**src/design/scu_pkg.sv**
```systemverilog
// ============================================================================
// scu_pkg
// Shared types and constants of the sine/cosine unit: Q30 datapath word,
// reduction constants and polynomial coefficients.
// ============================================================================
`default_nettype none

package scu_pkg;

    // Q30 datapath word; the reduced angle spans a little over +-pi/2
    localparam int ACC_W  = 34;
    localparam int Q_FRAC = 30;

    typedef logic signed [ACC_W-1:0] t_acc;

    // data that rides along with each beat through the polynomial cells
    typedef struct packed {
        t_acc f;     // reduced angle, Q30
        t_acc g;     // f*f, Q30
        logic flip;  // negate the final value
    } t_side;

    // 1/pi in Q32
    localparam logic [31:0] INVPI_Q32 = 32'd1367130551;
    // pi split: C1 = 201/64 exactly, C2 in Q50
    localparam logic [7:0]  C1_NUM    = 8'd201;
    localparam logic [39:0] C2_Q50    = 40'd1089481086604;
    localparam logic [19:0] C2_HI     = C2_Q50[39:20];
    localparam logic [19:0] C2_LO     = C2_Q50[19:0];

    // minimax coefficients, Q30
    localparam t_acc POLY_R1 = -34'sd178956863;
    localparam t_acc POLY_R2 =  34'sd8947518;
    localparam t_acc POLY_R3 = -34'sd212681;
    localparam t_acc POLY_R4 =  34'sd2794;
    localparam t_acc ONE_Q30 =  34'sd1073741824;
    localparam t_acc ZERO    =  34'sd0;

endpackage

`default_nettype wire

```
**src/design/scu_mac_cell.sv**
```systemverilog
// ============================================================================
// scu_mac_cell
// One link of the polynomial chain: acc = round_q30(a*b) + c, two stages.
// Carries the side data of its beat along to the next cell.
// ============================================================================
`default_nettype none

module scu_mac_cell (
    input  wire                 i_clk,
    input  wire                 i_rst_n,
    input  wire                 i_en,
    input  wire                 i_valid,
    input  scu_pkg::t_acc       i_a,
    input  scu_pkg::t_acc       i_b,
    input  scu_pkg::t_acc       i_c,
    input  scu_pkg::t_side      i_side,
    output logic                o_valid,
    output scu_pkg::t_acc       o_acc,
    output scu_pkg::t_side      o_side
);
    import scu_pkg::*;

    localparam int PW = 2 * ACC_W;

    logic                 r_pv, r_av;
    logic signed [PW-1:0] r_prod;
    t_acc                 r_c, r_acc;
    t_side                r_pside, r_aside;

    logic signed [PW-1:0] n_rnd, n_sh;

    always_comb begin
        // half away from zero: a negative product takes one less
        n_rnd = r_prod + (r_prod[PW-1] ? PW'((64'd1 << (Q_FRAC - 1)) - 64'd1)
                                       : PW'(64'd1 << (Q_FRAC - 1)));
        n_sh  = n_rnd >>> Q_FRAC;
    end

    always_ff @(posedge i_clk) begin
        if (!i_rst_n) begin
            r_pv <= 1'b0;
            r_av <= 1'b0;
        end else if (i_en) begin
            r_pv <= i_valid;
            r_av <= r_pv;
        end
    end

    always_ff @(posedge i_clk) begin
        if (i_en) begin
            r_prod  <= i_a * i_b;
            r_c     <= i_c;
            r_pside <= i_side;
            r_acc   <= n_sh[ACC_W-1:0] + r_c;
            r_aside <= r_pside;
        end
    end

    assign o_valid = r_av;
    assign o_acc   = r_acc;
    assign o_side  = r_aside;

endmodule

`default_nettype wire

```
**config.mk**
```make
export PLATFORM = sky130hd
export DESIGN_NAME = scu_mac_cell
export DESIGN_NICKNAME = d
export VERILOG_FILES = /design/src/design/scu_pkg.sv /design/src/design/scu_mac_cell.sv
export SDC_FILE = /design/constraint.sdc
export NUM_CORES = 2
export LEC_CHECK = 0
export BUFFER_PORTS_ARGS = -buffer_cell sky130_fd_sc_hd__buf_2
export CORE_UTILIZATION = 50
export DETAILED_ROUTE_END_ITERATION = 10
export GPL_TIMING_DRIVEN = 0
export PLACE_DENSITY = 0.67
export SYNTH_ARGS = -nofsm -noshare
export SYNTH_HDL_FRONTEND = slang
export SYNTH_SLANG_ARGS = --single-unit
```
**constraint.sdc**
```tcl
create_clock -name i_clk -period 11.5 [get_ports i_clk]
set_input_delay 1.15 -clock i_clk [delete_from_list [all_inputs] [get_ports i_clk]]
set_output_delay 1.15 -clock i_clk [all_outputs]
set_load 0.01 [all_outputs]
```
==> out/summary.md <==
The run finished, with violations left. The checks that failed: capacitance limit, slew limit. For the pin with the worst max-slew slack, the measured transition is 1.56 ns. In this run the critical register-to-register path is captured at o_acc[32]. Via count normalized by instance count: 5.51. The setup violation total in the final timing report is 0. Setup repair after global routing left no endpoint under its margin.

The die outline width was 326 um. Among all cell types in the netlist, the one instantiated most often is sky130_fd_sc_hd__fa_1. In the final routed layout, each cell accounts on average for 27.6 um. The number of instances in the synthesized netlist was 5100; the warning count from the yosys run was 0.

The critical path is of the in -> reg type. For this design, the slowest cell found on the critical path is sky130_fd_sc_hd__fa_1. The row count came out at 118. The startpoint identified for the worst hold timing path is r_pside[28]. Number of buffers inserted by post-CTS setup repair: 0. The number of nets handed over by synthesis was 6783. Counting instances, the worst hold path has a depth of 0. In this run the worst hold path is classified as reg -> reg. Share of the core filled with cells in the final layout: 0.543. Sorting the synthesized cells by how often they occur yields sky130_fd_sc_hd__fa_1, sky130_fd_sc_hd__inv_1, sky130_fd_sc_hd__and2_1. The detail route stage leaves a number of antenna-violating nets equal to 0. The worst hold margin was 0.419 ns; the count of TritonRoute iterations in the first routing pass was 5. The total clock sinks was 273.

TritonCTS created 23 clock buffers. Among the stages of the critical path, the cell type that occurs most often is sky130_fd_sc_hd__fa_1. The die is 326 um tall. The cell depth of the worst flop-to-flop path came out at 21. The count of input and output buffers is 269, and the placer's final routability congestion estimate is 1.05.

A synthesized cell averages 10.3 um2. For the setup slack of the worst register-to-register path, the log shows 4.77 ns. The tools report the final-report max-slew violation count as 14. In this run, the number of DRC markers left after iteration 0 of detailed routing was 3486. Among cell families on the critical path, the largest total delay comes from adder cells. The logs give 0.53 ns for the clock latency at the later pin of the worst-skew pair and 93.9 MHz for the maximum clock frequency.

The logs give 0 for the number of design rule violations left after detail routing and 0 for the global-route congestion overflow total. For the overall die area, the log shows 0.106 mm2. Traced cell by cell, the critical path runs through buf_2 > clkbuf_1 > nand2_1 > inv_1 > fa_1 > fa_1 > fa_2 > inv_1 > fa_1 > inv_1 > fa_1 > fa_1 > fa_1 > inv_1 > fa_1 > inv_1 > ha_1 > and3_1 > nand4_1 > or3_1 > o21ai_4 > a31oi_1 > xnor2_1. The first global-routing pass estimated 272 mm of wire.

The area overhead of the layout relative to synthesis is 7.51%, and the starting utilization of the core area is 0.505. The mapped netlist covers 0.0525 mm2. The worst min-delay path endpoint was o_side[28]. STA classifies the critical path endpoint as a flop.

Pin placement for this block handled 279 I/O pins. The number of global-route vias before repair came out at 39.1k. The library cell with the largest summed area after synthesis was sky130_fd_sc_hd__fa_1. Yosys mapped a number of flops with a built-in enable equal to 271.

The tools report the total global-route track usage as 0.362. Entering global routing, the biggest net connects 112 pins. Max-capacitance violation count: 1. The final clock period utilization by the worst path works out to 0.926. Across all layers, the routed design uses 37.6k vias.

In this run the critical register-to-register path is launched from r_prod[67]. Along the worst path, the maximum fanout reaches 10. The count of nets after finishing was 7080. For the number of antenna violations at the first check in global routing, the log shows 16.

The count of unique library cells instantiated by Yosys came out at 80. Detailed placement finished with a half-perimeter wire length of 156 mm. The timing startpoint of the critical path was i_a[33]. For the final database, setup skew stands at 0.0196 ns. The tree is rooted in a sky130_fd_sc_hd__clkbuf_16.

The relative max-transition margin was -0.0420. The sequential share of the synthesized area came out at 0.156. Startpoint class of the critical path: an input pin.

The quantity of gates resized following cts is 0, and the number of hold-slack violations in the final timing report is 0. The combined buffer and inverter count along the critical path was 7. TritonCTS built the clock tree. The tools report the worst-case clock buffer depth as 3. The critical path data arrival time is 10.87 ns, and the final critical-path required period is 10.64 ns.

The share of flip-flops with an asynchronous set or reset was 0; the clock-pin slew on the worst setup and hold paths was 0.08 ns. After clock tree synthesis, the flow added hold-fix buffers numbering 0. The placeable core area came out at 0.104 mm2. The proportion of layout cells with a drive suffix above 1 was 0.0652; the maximum level of the CTS H-tree was 1.

Ranked by total cell area, the synthesized netlist is headed by sky130_fd_sc_hd__fa_1, sky130_fd_sc_hd__edfxtp_1, sky130_fd_sc_hd__inv_1. The number of synthesized register bits was 273; the worst endpoint required time was 11.73 ns. Primary flip-flop cell chosen by synthesis mapping: sky130_fd_sc_hd__edfxtp_1. The share of the synthesized area in the top cell type works out to 0.474.

The routed design has 188 mm of wire. Longest individual stage delay on the worst path: 1.17 ns.
==> through the flow <==
step	instances	setup slack (ns)	cell area [um2]	TNS [ns]
floorplan	5100	2.94	52500	0
global placement	6749	-0.0602	55500	-0.0602
detailed placement	6752	0.197	55600	0
CTS	6791	0.766	56300	0
global route	6793	0.542	56300	0
finish	6816	0.856	56400	0
==> worst max-delay path by stage <==
stage | to | cells after the start
floorplan | r_prod[61] | 24
global placement | r_prod[67] | 23
detailed placement | r_prod[67] | 23
CTS | r_prod[67] | 23
global route | r_prod[67] | 23
finish | r_prod[67] | 23
==> layout make-up <==
type	instances	area, um2
clock buffers	25	583
fillers	9289	47400
plain buffers	230	871
flip-flops and latches	273	8180
inverters	1223	4590
well taps	1380	1730
clock inverters	14	130
multi-input cells	3374	38800
diodes	25	62.6
repair buffers	272	1430
==> logic make-up after synthesis <==
logic type	after synthesis	share of synthesized area
AOI/OAI and AO/OA	320	0.0430
adders and majority gates	1508	0.537
buffers and inverters	1453	0.104
muxes	2	0.000382
DFF	273	0.156
xor gates and xnor gates	136	0.0227
and+or+nand+nor	1408	0.137
==> layer usage <==
| layer | part of all wire | vias up | global-route usage |
|---|---|---|---|
| li1 | - | 15600 | - |
| met2 | 0.43 | 2243 | 0.531 |
| met4 | 0.041 | 2 | 0.136 |
| met5 | 0.000069 | - | 0 |
| met1 | 0.40 | 19300 | 0.487 |
| met3 | 0.14 | 377 | 0.140 |
==> layout by cell type, fill, tap and decap left out, drive strengths merged, types with 9 or more instances in the layout <==
| cell type | instances |
|---|---|
| o21ai | 51 |
| nand2 | 596 |
| ha | 266 |
| a211oi | 15 |
| nand4 | 24 |
| fa | 1242 |
| clkinv | 9 |
| nor2b | 12 |
| and3 | 11 |
| clkbuf | 250 |
| o21bai | 15 |
| a21oi | 103 |
| o21a | 14 |
| diode | 25 |
| xor2 | 34 |
| nand3 | 28 |
| and2 | 608 |
| a21o | 60 |
| xnor2 | 102 |
| nor2 | 69 |
| inv | 1225 |
| nand2b | 22 |
| buf | 277 |
| edfxtp | 271 |
| a31oi | 9 |
| nor3 | 14 |
==> sequential cells by signal (all words and copies together), names as in the netlist <==
signal / cells
o_valid: 1
o_acc: 34
r_prod: 65
r_pside: 69
r_c: 34
o_side: 69
r_pv: 1
Power is left out: the tool's default activity adds up to more than one toggle a clock period on the data nets, which glitch-free logic cannot reach.
