$ cat src/design/scu_pkg.sv
// ============================================================================
// scu_pkg
// Shared types and constants of the sine/cosine unit: Q30 datapath word,
// reduction constants and polynomial coefficients.
// ============================================================================
`default_nettype none

package scu_pkg;

    // Q30 datapath word; the reduced angle spans a little over +-pi/2
    localparam int ACC_W  = 34;
    localparam int Q_FRAC = 30;

    typedef logic signed [ACC_W-1:0] t_acc;

    // data that rides along with each beat through the polynomial cells
    typedef struct packed {
        t_acc f;     // reduced angle, Q30
        t_acc g;     // f*f, Q30
        logic flip;  // negate the final value
    } t_side;

    // 1/pi in Q32
    localparam logic [31:0] INVPI_Q32 = 32'd1367130551;
    // pi split: C1 = 201/64 exactly, C2 in Q50
    localparam logic [7:0]  C1_NUM    = 8'd201;
    localparam logic [39:0] C2_Q50    = 40'd1089481086604;
    localparam logic [19:0] C2_HI     = C2_Q50[39:20];
    localparam logic [19:0] C2_LO     = C2_Q50[19:0];

    // minimax coefficients, Q30
    localparam t_acc POLY_R1 = -34'sd178956863;
    localparam t_acc POLY_R2 =  34'sd8947518;
    localparam t_acc POLY_R3 = -34'sd212681;
    localparam t_acc POLY_R4 =  34'sd2794;
    localparam t_acc ONE_Q30 =  34'sd1073741824;
    localparam t_acc ZERO    =  34'sd0;

endpackage

`default_nettype wire

$ cat src/design/scu_post.sv
// ============================================================================
// scu_post
// Sign fix, clamp to +-1.0, rounding to the output format, and the output
// register with a one-beat skid slot.
// ============================================================================
`default_nettype none

module scu_post #(
    parameter int RESULT_FRAC_BITS = 30
) (
    input  wire                 i_clk,
    input  wire                 i_rst_n,
    input  wire                 i_valid,
    input  scu_pkg::t_acc       i_acc,
    input  wire                 i_flip,
    input  wire                 i_ready,
    output logic                o_valid,
    output logic signed [31:0]  o_value,
    output logic                o_en
);
    import scu_pkg::*;

    localparam int RS = Q_FRAC - RESULT_FRAC_BITS;
    localparam logic [ACC_W:0] HALF = ((ACC_W + 1)'(1) << RS) >> 1;

    logic               r_v1;
    t_acc               r_res;
    logic               r_out_valid, r_skid_valid;
    logic signed [31:0] r_out, r_skid;

    t_acc               n_neg, n_clip;
    logic               n_adj;
    logic [ACC_W:0]     n_sum;
    logic signed [ACC_W:0] n_sh;
    logic signed [31:0] n_value;
    logic               en;

    assign en = !r_skid_valid;

    always_comb begin
        n_neg  = i_flip ? -i_acc : i_acc;
        if (n_neg > ONE_Q30) begin
            n_clip = ONE_Q30;
        end else if (n_neg < -ONE_Q30) begin
            n_clip = -ONE_Q30;
        end else begin
            n_clip = n_neg;
        end

        n_adj   = (RS != 0) && r_res[ACC_W-1];
        n_sum   = {r_res[ACC_W-1], r_res} + HALF - (ACC_W + 1)'(n_adj);
        n_sh    = $signed(n_sum) >>> RS;
        n_value = n_sh[31:0];
    end

    always_ff @(posedge i_clk) begin
        if (!i_rst_n) begin
            r_v1         <= 1'b0;
            r_out_valid  <= 1'b0;
            r_skid_valid <= 1'b0;
        end else if (en) begin
            r_v1 <= i_valid;
            if (r_out_valid && !i_ready) begin
                r_skid_valid <= r_v1;
            end else begin
                r_out_valid  <= r_v1;
            end
        end else if (i_ready) begin
            // skid slot is full, so the output register holds a beat too
            r_out_valid  <= 1'b1;
            r_skid_valid <= 1'b0;
        end
    end

    always_ff @(posedge i_clk) begin
        if (en) begin
            r_res <= n_clip;
            if (r_out_valid && !i_ready) begin
                r_skid <= n_value;
            end else begin
                r_out  <= n_value;
            end
        end else if (i_ready) begin
            r_out <= r_skid;
        end
    end

    assign o_valid = r_out_valid;
    assign o_value = r_out;
    assign o_en    = en;

endmodule

`default_nettype wire

$ cat config.mk
export PLATFORM = sky130hd
export DESIGN_NAME = scu_post
export DESIGN_NICKNAME = d
export VERILOG_FILES = /design/src/design/scu_pkg.sv /design/src/design/scu_post.sv
export SDC_FILE = /design/constraint.sdc
export NUM_CORES = 1
export LEC_CHECK = 0
export ABC_AREA = 1
export BUFFER_PORTS_ARGS = -buffer_cell sky130_fd_sc_hd__buf_2
export CORE_ASPECT_RATIO = 0.8
export CORE_MARGIN = 2
export CORE_UTILIZATION = 35
export DETAILED_ROUTE_END_ITERATION = 16
export GPL_TIMING_DRIVEN = 0
export MAX_ROUTING_LAYER = met4
export RECOVER_POWER = 50
export SLEW_MARGIN = 5
export SYNTH_ARGS = -nofsm -noshare
export SYNTH_HDL_FRONTEND = slang
export SYNTH_SLANG_ARGS = --single-unit
export TNS_END_PERCENT = 10
$ cat constraint.sdc
create_clock -name i_clk -period 4.65 [get_ports i_clk]
set_input_delay 0 -clock i_clk [delete_from_list [all_inputs] [get_ports i_clk]]
set_output_delay 0 -clock i_clk [all_outputs]
set_load 0.005 [all_outputs]
==> flow_metrics.py <==
metrics = {
    "clock_tree": {
        "cts_root_buffer": "clkbuf_16",
        "cts_inserted_buffers": 9,
        "cts_htree_levels": 3,
        "cts_sinks": 99,
        "path_clk_slew_ps": 60,
        "clock_path_buffers": 2,
        "clk_latency_ps": 340,
        "cts_tree": "built",
        "cts-resized-gates": 0,
    },
    "place": {
        "gp_routability_congestion": 0.860,
        "dp_hpwl_um": 8930,
        "portBuffers": 72,
    },
    "routing": {
        "routed_wl_um": 11300,
        "drt-pass1-iter-count": 5,
        "drc_errors": 0,
        "wl_per_cell_um": 13.2,
        "drt_iter0_markers": 313,
        "ant_nets": 0,
        "vias_per_cell": 4.47,
        "vias": 3834,
    },
    "worst_setup_path": {
        "path_max_fanout": 30,
        "rr_worst_depth": 3,
        "start_kind": "flip-flop",
        "r2r_slack_ps": 1970,
        "worst_ep_required_time_ps": 4650,
        "reg2reg_to": "o_value[28]",
        "reg2reg_from": "r_skid_valid",
        "cp_data_arrival_time_ps": 2720,
        "crit_path_end_kind": "output port",
        "setup.worst_path.start": "r_skid_valid",
        "critPathKind": "reg -> out",
    },
    "sta": {
        "final-setup-viol-count": 0,
        "slew_violations": 31,
        "slew_headroom_pct": -10.7,
        "hold_viol_final": 0,
        "fin_crit_ps": 2720,
        "finClkSkew_ps": 11.5,
        "fin_setup_tns_ps": 0,
        "min_period_over_period_pct": 58.5,
        "rsz0062_at_grt": "no",
        "worstMarginPinSlew_ps": 1660,
        "fmax_mhz": 367,
    },
    "yosys": {
        "yosysSeqAreaShare_pct": 58.7,
        "synth_cell_types": 25,
        "avgSynthCellArea_sq_um": 8.63,
        "syn_nets": 621,
        "ys_ff_latch": 99,
        "synth_area_sq_um": 5010,
        "yosys_warnings": 0,
        "synthCells": 581,
    },
    "status": {
        "status": "complete, but fails checks",
        "failed_checks": "max-capacitance violations, max-slew violations",
    },
    "grt": {
        "met1_usage_pct": 25.5,
        "grt_pass1_vias": 3708,
        "grt_pass1_wl_um": 18800,
        "grt_max_degree": 33,
        "antenna_found_initial": 0,
        "top_usage_layer": "met1",
        "use_met3_pct": 2.19,
        "grt_remaining_overflow": 0,
        "gr-usage-met2_pct": 22.8,
        "track_usage_pct": 16.5,
    },
    "finish": {
        "final_core_util_pct": 41.6,
        "final_common_cell": "nand2_1",
        "filler_cell_count": 1478,
        "syn2layout_area_growth_pct": 17.4,
        "drive_above_1_share_pct": 20.1,
        "layout_common_cells": "238 x nand2_1, 96 x edfxtp_1, 70 x nor2_1",
        "final_nets": 708,
        "diodes": 0,
    },
    "job": {
        "cap_violations": 1,
    },
    "hold_path": {
        "hold_end": "r_skid_valid",
        "whs_path_depth": 4,
        "min-delay-start": "i_ready",
        "hp-class": "in -> reg",
    },
    "power_and_ir_drop": {
        "p_leak_nw": 2.67,
        "p_per_area_nw_per_um2": 336,
        "totalPowerFinal_mw": 1.98,
        "ir_drop_mv": 0.156,
    },
    "floorplanning": {
        "start_util_pct": 35.4,
        "fp.dieW_um": 138,
        "core-area_sq_um": 14200,
        "dieArea_sq_um": 15300,
        "io_pins": 73,
        "rows": 39,
        "die_h_um": 111,
    },
}
==> flip-flops by register name (all words and copies together), names as in the netlist <==
register	cells
o_valid	1
o_value	32
r_res	32
r_skid	32
r_skid_valid	1
r_v1	1
==> final cells by class <==
| class | instances | area, sq um | area share, % |
|---|---|---|---|
| Buffer | 13 | 77.6 | 1.32 |
| Inverter | 58 | 218 | 3.70 |
| Tap cell | 184 | 230 | 3.91 |
| Clock buffer | 9 | 225 | 3.82 |
| Sequential cell | 99 | 2940 | 50.0 |
| Clock inverter | 7 | 43.8 | 0.744 |
| Multi-Input combinational cell | 411 | 1780 | 30.2 |
| Timing Repair Buffer | 76 | 370 | 6.29 |
==> routing by layer <==
| layer | wire, um | share of wire [%] | up-vias |
|---|---|---|---|
| li1 | - | - | 2016 |
| met1 | 6100 | 54 | 1715 |
| met2 | 4610 | 41 | 94 |
| met3 | 434 | 3.8 | 9 |
| met4 | 141 | 1.2 | 0 |
| met5 | 0 | 0 | - |
==> per-stage QoR <==
stage	std cells	setup slack, ps	hold slack (ps)	instance area (sq um)
floorplan	581	1190	132	5010
global placement	837	144	254	5600
detailed placement	839	2220	271	5660
CTS	857	2500	18.3	5950
global route	857	1570	52.0	5890
finish	857	1930	32.6	5890
==> synth_stat cells <==
cell | number | area [sq um]
ha_1 | 1 | 12.5
nand3b_1 | 6 | 45.0
nor3_1 | 1 | 5.00
nand2_1 | 238 | 893
nand4_1 | 1 | 6.26
buf_6 | 3 | 33.8
a21oi_1 | 5 | 25.0
o21bai_1 | 3 | 22.5
o21ai_0 | 3 | 15.0
edfxtp_1 | 96 | 2880
nor2_1 | 70 | 263
nor2_4 | 1 | 11.3
inv_2 | 14 | 52.6
nor2_2 | 37 | 231
dfxtp_1 | 3 | 60.1
buf_4 | 1 | 7.51
clkbuf_1 | 7 | 26.3
clkinv_1 | 1 | 3.75
o21ai_1 | 8 | 40.0
inv_1 | 43 | 161
nand3_1 | 29 | 145
buf_2 | 2 | 10.0
xor2_1 | 2 | 17.5
xnor2_1 | 2 | 17.5
nand2_2 | 4 | 25.0
==> kinds of logic (layout without fill, tap and decap cells) <==
family / count (synthesis) / count (layout) / share of synthesized area, %
flip-flops: 99 / 99 / 58.7
AND/OR/NAND/NOR: 387 / 387 / 32.4
buffers and inverters: 71 / 163 / 5.89
adder cells (fa/ha/maj): 1 / 1 / 0.250
XOR/XNOR: 4 / 4 / 0.699
AO/OA/AOI/OAI: 19 / 19 / 2.05
==> worst max path at each step <==
stage,to,slack [ps]
finish,o_en,1930
global route,o_en,1570
CTS,r_skid[28],2500
detailed placement,r_res[0],2220
global placement,o_valid,140
floorplan,o_valid,1190
==> worst max-delay path, cell delays in order (launching register included) <==
cell      delay (ps)
dfxtp_1          310
clkinv_1         120
clkbuf_1         570
clkbuf_1        1100
buf_2            280
==> power by group <==
| part | internal, mW | switching (mW) | total [mW] | leakage, nW |
|---|---|---|---|---|
| logic | 0.0845 | 0.157 | 0.241 | 1.47 |
| registers | 1.05 | 0.0196 | 1.07 | 1.07 |
| clock network | 0.360 | 0.309 | 0.669 | 0.133 |
| total | 1.49 | 0.485 | 1.98 | 2.67 |
==> what timing repair did <==
item / in CTS / in global routing
hold endpoints to repair: 3 / 0
buffers inserted: 0 / 0
hold buffers: 2 / 0
Note: power is estimated with default switching activity, not from simulation.
