[config.mk]
export PLATFORM = sky130hd
export DESIGN_NAME = scu_reduce
export DESIGN_NICKNAME = d
export VERILOG_FILES = /design/src/design/scu_pkg.sv /design/src/design/scu_reduce.sv
export SDC_FILE = /design/constraint.sdc
export NUM_CORES = 2
export LEC_CHECK = 0
export BUFFER_PORTS_ARGS = -buffer_cell sky130_fd_sc_hd__buf_4
export CAP_MARGIN = 5
export CORE_MARGIN = 2
export CORE_UTILIZATION = 25
export CTS_BUF_LIST = sky130_fd_sc_hd__clkbuf_8
export CTS_CLUSTER_SIZE = 16
export DETAILED_ROUTE_END_ITERATION = 8
export PLACE_DENSITY = 0.42
export SLEW_MARGIN = 20
export SYNTH_ARGS = -nofsm -noshare
export SYNTH_HDL_FRONTEND = slang
export SYNTH_SLANG_ARGS = --single-unit
[constraint.sdc]
create_clock -name i_clk -period 17.44 [get_ports i_clk]
set_input_delay 0.872 -clock i_clk [delete_from_list [all_inputs] [get_ports i_clk]]
set_output_delay 0.872 -clock i_clk [all_outputs]
set_load 0.01 [all_outputs]
[src/design/scu_pkg.sv]
// ============================================================================
// scu_pkg
// Shared types and constants of the sine/cosine unit: Q30 datapath word,
// reduction constants and polynomial coefficients.
// ============================================================================
`default_nettype none

package scu_pkg;

    // Q30 datapath word; the reduced angle spans a little over +-pi/2
    localparam int ACC_W  = 34;
    localparam int Q_FRAC = 30;

    typedef logic signed [ACC_W-1:0] t_acc;

    // data that rides along with each beat through the polynomial cells
    typedef struct packed {
        t_acc f;     // reduced angle, Q30
        t_acc g;     // f*f, Q30
        logic flip;  // negate the final value
    } t_side;

    // 1/pi in Q32
    localparam logic [31:0] INVPI_Q32 = 32'd1367130551;
    // pi split: C1 = 201/64 exactly, C2 in Q50
    localparam logic [7:0]  C1_NUM    = 8'd201;
    localparam logic [39:0] C2_Q50    = 40'd1089481086604;
    localparam logic [19:0] C2_HI     = C2_Q50[39:20];
    localparam logic [19:0] C2_LO     = C2_Q50[19:0];

    // minimax coefficients, Q30
    localparam t_acc POLY_R1 = -34'sd178956863;
    localparam t_acc POLY_R2 =  34'sd8947518;
    localparam t_acc POLY_R3 = -34'sd212681;
    localparam t_acc POLY_R4 =  34'sd2794;
    localparam t_acc ONE_Q30 =  34'sd1073741824;
    localparam t_acc ZERO    =  34'sd0;

endpackage

`default_nettype wire

[src/design/scu_reduce.sv]
// ============================================================================
// scu_reduce
// Range reduction pipeline: |x|, n = round(|x|/pi + op/2), xn = n - op/2,
// f = |x| - xn*(C1+C2), rounded to Q30. Seven stages, one beat per cycle while i_en is high.
// ============================================================================
`default_nettype none

module scu_reduce #(
    parameter int ANGLE_FRAC_BITS = 16
) (
    input  wire                 i_clk,
    input  wire                 i_rst_n,
    input  wire                 i_en,
    input  wire                 i_valid,
    input  wire                 i_op,
    input  wire  signed [31:0]  i_angle,
    output logic                o_valid,
    output scu_pkg::t_acc       o_f,
    output logic                o_flip
);
    import scu_pkg::*;

    localparam int SH = ANGLE_FRAC_BITS + 32;
    localparam int NW = 64 - SH;        // width of n
    localparam int MW = NW + 1;         // width of m = 2*xn
    localparam int PW = MW + 20;        // m times a half of C2
    localparam int CW = MW + 8;         // m times C1_NUM
    localparam int XS = 40 - ANGLE_FRAC_BITS;

    // stage 1
    logic          r1_v, r1_cos, r1_neg;
    logic [31:0]   r1_mag;
    // stage 2
    logic          r2_v, r2_cos, r2_neg;
    logic [63:0]   r2_prod;
    logic [31:0]   r2_mag;
    // stage 3
    logic          r3_v, r3_flip;
    logic [MW-1:0] r3_m;
    logic [31:0]   r3_mag;
    // stage 4
    logic          r4_v, r4_flip;
    logic [63:0]   r4_x40, r4_t1;
    logic [PW-1:0] r4_pl, r4_ph;
    // stage 5
    logic          r5_v, r5_flip;
    logic [63:0]   r5_dx, r5_t2;
    // stage 6
    logic          r6_v, r6_flip;
    logic [63:0]   r6_d;
    // stage 7
    logic          r7_v, r7_flip;
    t_acc          r7_f;

    logic [31:0]        n_mag;
    logic [63:0]        n_sum, n_bias;
    logic [NW-1:0]      n_n;
    logic [MW-1:0]      n_m;
    logic [63:0]        n_t1, n_t2;
    logic signed [64:0] n_rnd, n_fsh;

    always_comb begin
        n_mag  = i_angle[31] ? (32'd0 - $unsigned(i_angle)) : $unsigned(i_angle);

        n_bias = r2_cos ? (64'd1 << SH) : (64'd1 << (SH - 1));
        n_sum  = r2_prod + n_bias;
        n_n    = n_sum[63:SH];
        n_m    = {n_n, 1'b0} - MW'(r2_cos);

        n_t1   = 64'(CW'(r3_m) * CW'(C1_NUM)) << 33;
        n_t2   = ((64'(r4_ph) << 20) + 64'(r4_pl) + 64'd1024) >> 11;

        // half away from zero: a negative value takes one less
        n_rnd  = $signed({r6_d[63], r6_d}) + (r6_d[63] ? 65'sd511 : 65'sd512);
        n_fsh  = n_rnd >>> 10;
    end

    always_ff @(posedge i_clk) begin
        if (!i_rst_n) begin
            r1_v <= 1'b0;
            r2_v <= 1'b0;
            r3_v <= 1'b0;
            r4_v <= 1'b0;
            r5_v <= 1'b0;
            r6_v <= 1'b0;
            r7_v <= 1'b0;
        end else if (i_en) begin
            r1_v <= i_valid;
            r2_v <= r1_v;
            r3_v <= r2_v;
            r4_v <= r3_v;
            r5_v <= r4_v;
            r6_v <= r5_v;
            r7_v <= r6_v;
        end
    end

    always_ff @(posedge i_clk) begin
        if (i_en) begin
            r1_mag  <= n_mag;
            r1_cos  <= i_op;
            r1_neg  <= i_angle[31];

            r2_prod <= 64'(r1_mag) * 64'(INVPI_Q32);
            r2_mag  <= r1_mag;
            r2_cos  <= r1_cos;
            r2_neg  <= r1_neg;

            r3_m    <= n_m;
            r3_mag  <= r2_mag;
            r3_flip <= n_n[0] ^ (!r2_cos && r2_neg);

            r4_x40  <= 64'(r3_mag) << XS;
            r4_t1   <= n_t1;
            r4_pl   <= PW'(r3_m) * PW'(C2_LO);
            r4_ph   <= PW'(r3_m) * PW'(C2_HI);
            r4_flip <= r3_flip;

            r5_dx   <= r4_x40 - r4_t1;
            r5_t2   <= n_t2;
            r5_flip <= r4_flip;

            r6_d    <= r5_dx - r5_t2;
            r6_flip <= r5_flip;

            r7_f    <= n_fsh[ACC_W-1:0];
            r7_flip <= r6_flip;
        end
    end

    assign o_valid = r7_v;
    assign o_f     = r7_f;
    assign o_flip  = r7_flip;

endmodule

`default_nettype wire

==> results.sh <==
export IMPL_synthFlopType="edfxtp_1"
export IMPL_cts_root_buf="clkbuf_8"
export IMPL_async_flop_share_pct=0
export IMPL_vias_per_cell=4.189
export IMPL_core_rowCount=158
export IMPL_fin_hold_ws_ns=0.3068
export IMPL_setup_viol=0
export IMPL_setup_tns_ns=0
export IMPL_clk_path_buf_depth=3
export IMPL_cts_sinks=421
export IMPL_antenna_found_initial=6
export IMPL_period_share_pct=50.76
export IMPL_holdPathStages=1
export IMPL_syn_avg_cell_area_um2=11.27
export IMPL_crit_path_max_fanout=8
export IMPL_cts_tree="yes"
export IMPL_end_kind="flop"
export IMPL_clkLatencyLatePin_ns=0.77
export IMPL_synth_edff_count=414
export IMPL_rr_endpoint="r2_prod[55]"
export IMPL_grt_pass1_wl_um=189800
export IMPL_rrSetupSlack_ns=8.59
export IMPL_syn_nets=5549
export IMPL_n_fill_cell=19550
export IMPL_fmax_mhz=113.0
export IMPL_reg2reg_depth=25
export IMPL_track_usage_pct=13.20
export IMPL_rsz0062_at_grt="false"
export IMPL_antenna_left=0
export IMPL_path_class="flop to flop"
export IMPL_drt_pass1_iter_count=5
export IMPL_slew_limit_headroom_pct=28.32
export IMPL_floorplan_initialDensity_pct=25.16
export IMPL_ys_ff_latch=421
export IMPL_multi_input_area_um2=30140
export IMPL_yosysSeqAreaShare_pct=26.95
export IMPL_start_kind="flop"
export IMPL_final_common_cell="inv_1"
export IMPL_core_um2=185400
export IMPL_die_area_um2=190100
export IMPL_cts_resized=0
export IMPL_gp_congestion=0.8431
export IMPL_layout_common_cells="inv_1 (1056), ha_1 (749), fa_1 (624)"
export IMPL_pin_count=73
export IMPL_die_w_um=436.0
export IMPL_synth_warnings=0
export IMPL_dp_cells=6694
export IMPL_synthToLayoutAreaGrowth_pct=11.38
export IMPL_seqCellArea_um2=12570
export IMPL_port_buffers=72
export IMPL_cts_hold_buf=0
export IMPL_cts_setup_buffers=0
export IMPL_h_tree_depth=3
export IMPL_min_period_ns=8.852
export IMPL_drive_gt1_share_pct=5.229
export IMPL_die_y_um=436.0
export IMPL_drc=0
export IMPL_crit_arrival_ns=9.34
export IMPL_first_iter_violations=1232
export IMPL_netlist_cell_type_count=77
export IMPL_grt_pass1_vias=31350
export IMPL_skew_ns=0.06268
export IMPL_tightest_slew_ns=1.064
export IMPL_synthCells=4139
export IMPL_avgRoutedWirePerCell_um=17.75
export IMPL_hpwl_um=102000
export IMPL_layout_cells_non_filler=6842
export IMPL_fin_nets=5708
export IMPL_grt_overflow=0
export IMPL_clkSlewWorstSetupHoldPaths_ns=0.06
export IMPL_maxCapViolCount=0
export IMPL_numCtsBuffers=82
export IMPL_synth_area_um2=46650
export IMPL_finalMaxSlewViolations=0
export IMPL_grt_max_degree=151
export IMPL_min_to="r1_mag[0]"
export IMPL_cp_data_required_time_ns=17.93
export IMPL_min_path_type="input pin to flop"
export IMPL_final_hold_viol_count=0
export IMPL_outcome="completed"
export IMPL_dr_total_vias=28660
export IMPL_r2r_start="r1_mag[3]"
export IMPL_wl_um=121500
export IMPL_worstHoldStart="i_angle[0]"
-- Yosys cell counts (17+ instances only) --
| library cell | instances | area share (%) |
|---|---|---|
| a21oi_1 | 149 | 1.6 |
| xnor2_1 | 209 | 3.9 |
| or3_1 | 17 | 0.23 |
| o21a_1 | 22 | 0.35 |
| nand3_1 | 75 | 0.80 |
| nand2_1 | 119 | 0.96 |
| nor2_1 | 113 | 0.91 |
| xor2_1 | 66 | 1.2 |
| nand4_1 | 32 | 0.43 |
| a21o_1 | 59 | 0.95 |
| and3_1 | 38 | 0.51 |
| o21bai_1 | 21 | 0.34 |
| inv_1 | 1035 | 8.3 |
| clkbuf_1 | 18 | 0.14 |
| fa_1 | 624 | 27 |
| ha_1 | 749 | 20 |
| nand2b_1 | 26 | 0.35 |
| nor3_1 | 35 | 0.38 |
| a211oi_1 | 17 | 0.27 |
| o21ai_0 | 92 | 0.99 |
| edfxtp_1 | 414 | 27 |
| nor2b_1 | 28 | 0.38 |
-- registers in the layout, indices dropped and copies added, names as in the netlist, 16 cells and up --
register  count
r3_m         17
r5_t2        47
r4_t1        22
r3_mag       32
r4_pl        25
r4_x40       32
r6_d         45
r4_ph        36
r1_mag       32
o_f          34
r2_mag       32
r2_prod      16
r5_dx        35
-- worst max path at each step --
stage | startpoint | to | cells after the start
after floorplan | r1_mag[10] | r2_prod[60] | 22
after global placement | r1_mag[5] | r2_prod[60] | 25
after detailed placement | r1_mag[3] | r2_prod[55] | 25
after CTS | r1_mag[3] | r2_prod[55] | 25
after global routing | r1_mag[3] | r2_prod[55] | 25
final | r1_mag[3] | r2_prod[55] | 25
-- metrics by stage --
stage	util [%]	setup slack, ns	instance area [um^2]
6_report	28.02	8.588	51960
5_1_grt	28.02	8.043	51960
4_1_cts	28.01	8.316	51950
3_5_place_dp	27.19	8.423	50430
3_3_place_gp	27.19	8.347	50420
2_1_floorplan	-	10.00	46650
-- cell type report --
cell class | instances | share of cell area (%)
clock inverters | 64 | 0.7537
inverters | 1035 | 7.477
clock buffers | 82 | 2.172
diodes | 2 | 0.009632
well taps | 2480 | 5.972
multi-input cells | 2663 | 58.01
flip-flops and latches | 421 | 24.20
repair buffers | 95 | 1.411
-- cell families after synthesis --
group | after synthesis | share of synthesized area (%)
and+or+nand+nor | 545 | 5.946
xor gates and xnor gates | 275 | 5.163
AOI/OAI and AO/OA | 460 | 6.365
DFF | 421 | 26.95
adders and majority gates | 1373 | 46.87
muxes | 10 | 0.2173
buffers and inverters | 1055 | 8.492
-- worst max-delay path, cell delays in order, from the launching register on --
cell,delay (ns)
edfxtp_1,0.64
inv_1,0.22
fa_1,0.58
inv_1,0.06
fa_1,0.52
ha_1,0.15
inv_1,0.09
fa_1,0.55
inv_1,0.05
fa_1,0.48
fa_1,0.54
fa_1,0.55
inv_1,0.05
fa_1,0.53
inv_1,0.04
ha_1,0.35
nand3_1,0.22
nor2_1,0.18
nand4_1,0.11
nor4b_1,0.62
o21ai_0,0.55
a31oi_1,0.68
o31ai_4,0.17
a21boi_0,0.39
nor2_1,0.10
xnor2_1,0.13
-- layer usage --
layer / wire (um) / up-vias / share of wire [%] / global-route usage [%]
li1: - / 13920 / - / -
met5: 0 / - / 0 / 0
met4: 2866 / 0 / 2.4 / 3.455
met3: 3729 / 113 / 3.1 / 1.947
met1: 56250 / 14290 / 46 / 17.69
met2: 58610 / 332 / 48 / 22.18
Power is not shown: default switching activity piles up to over one toggle a cycle in this logic, so the estimate is an artifact.
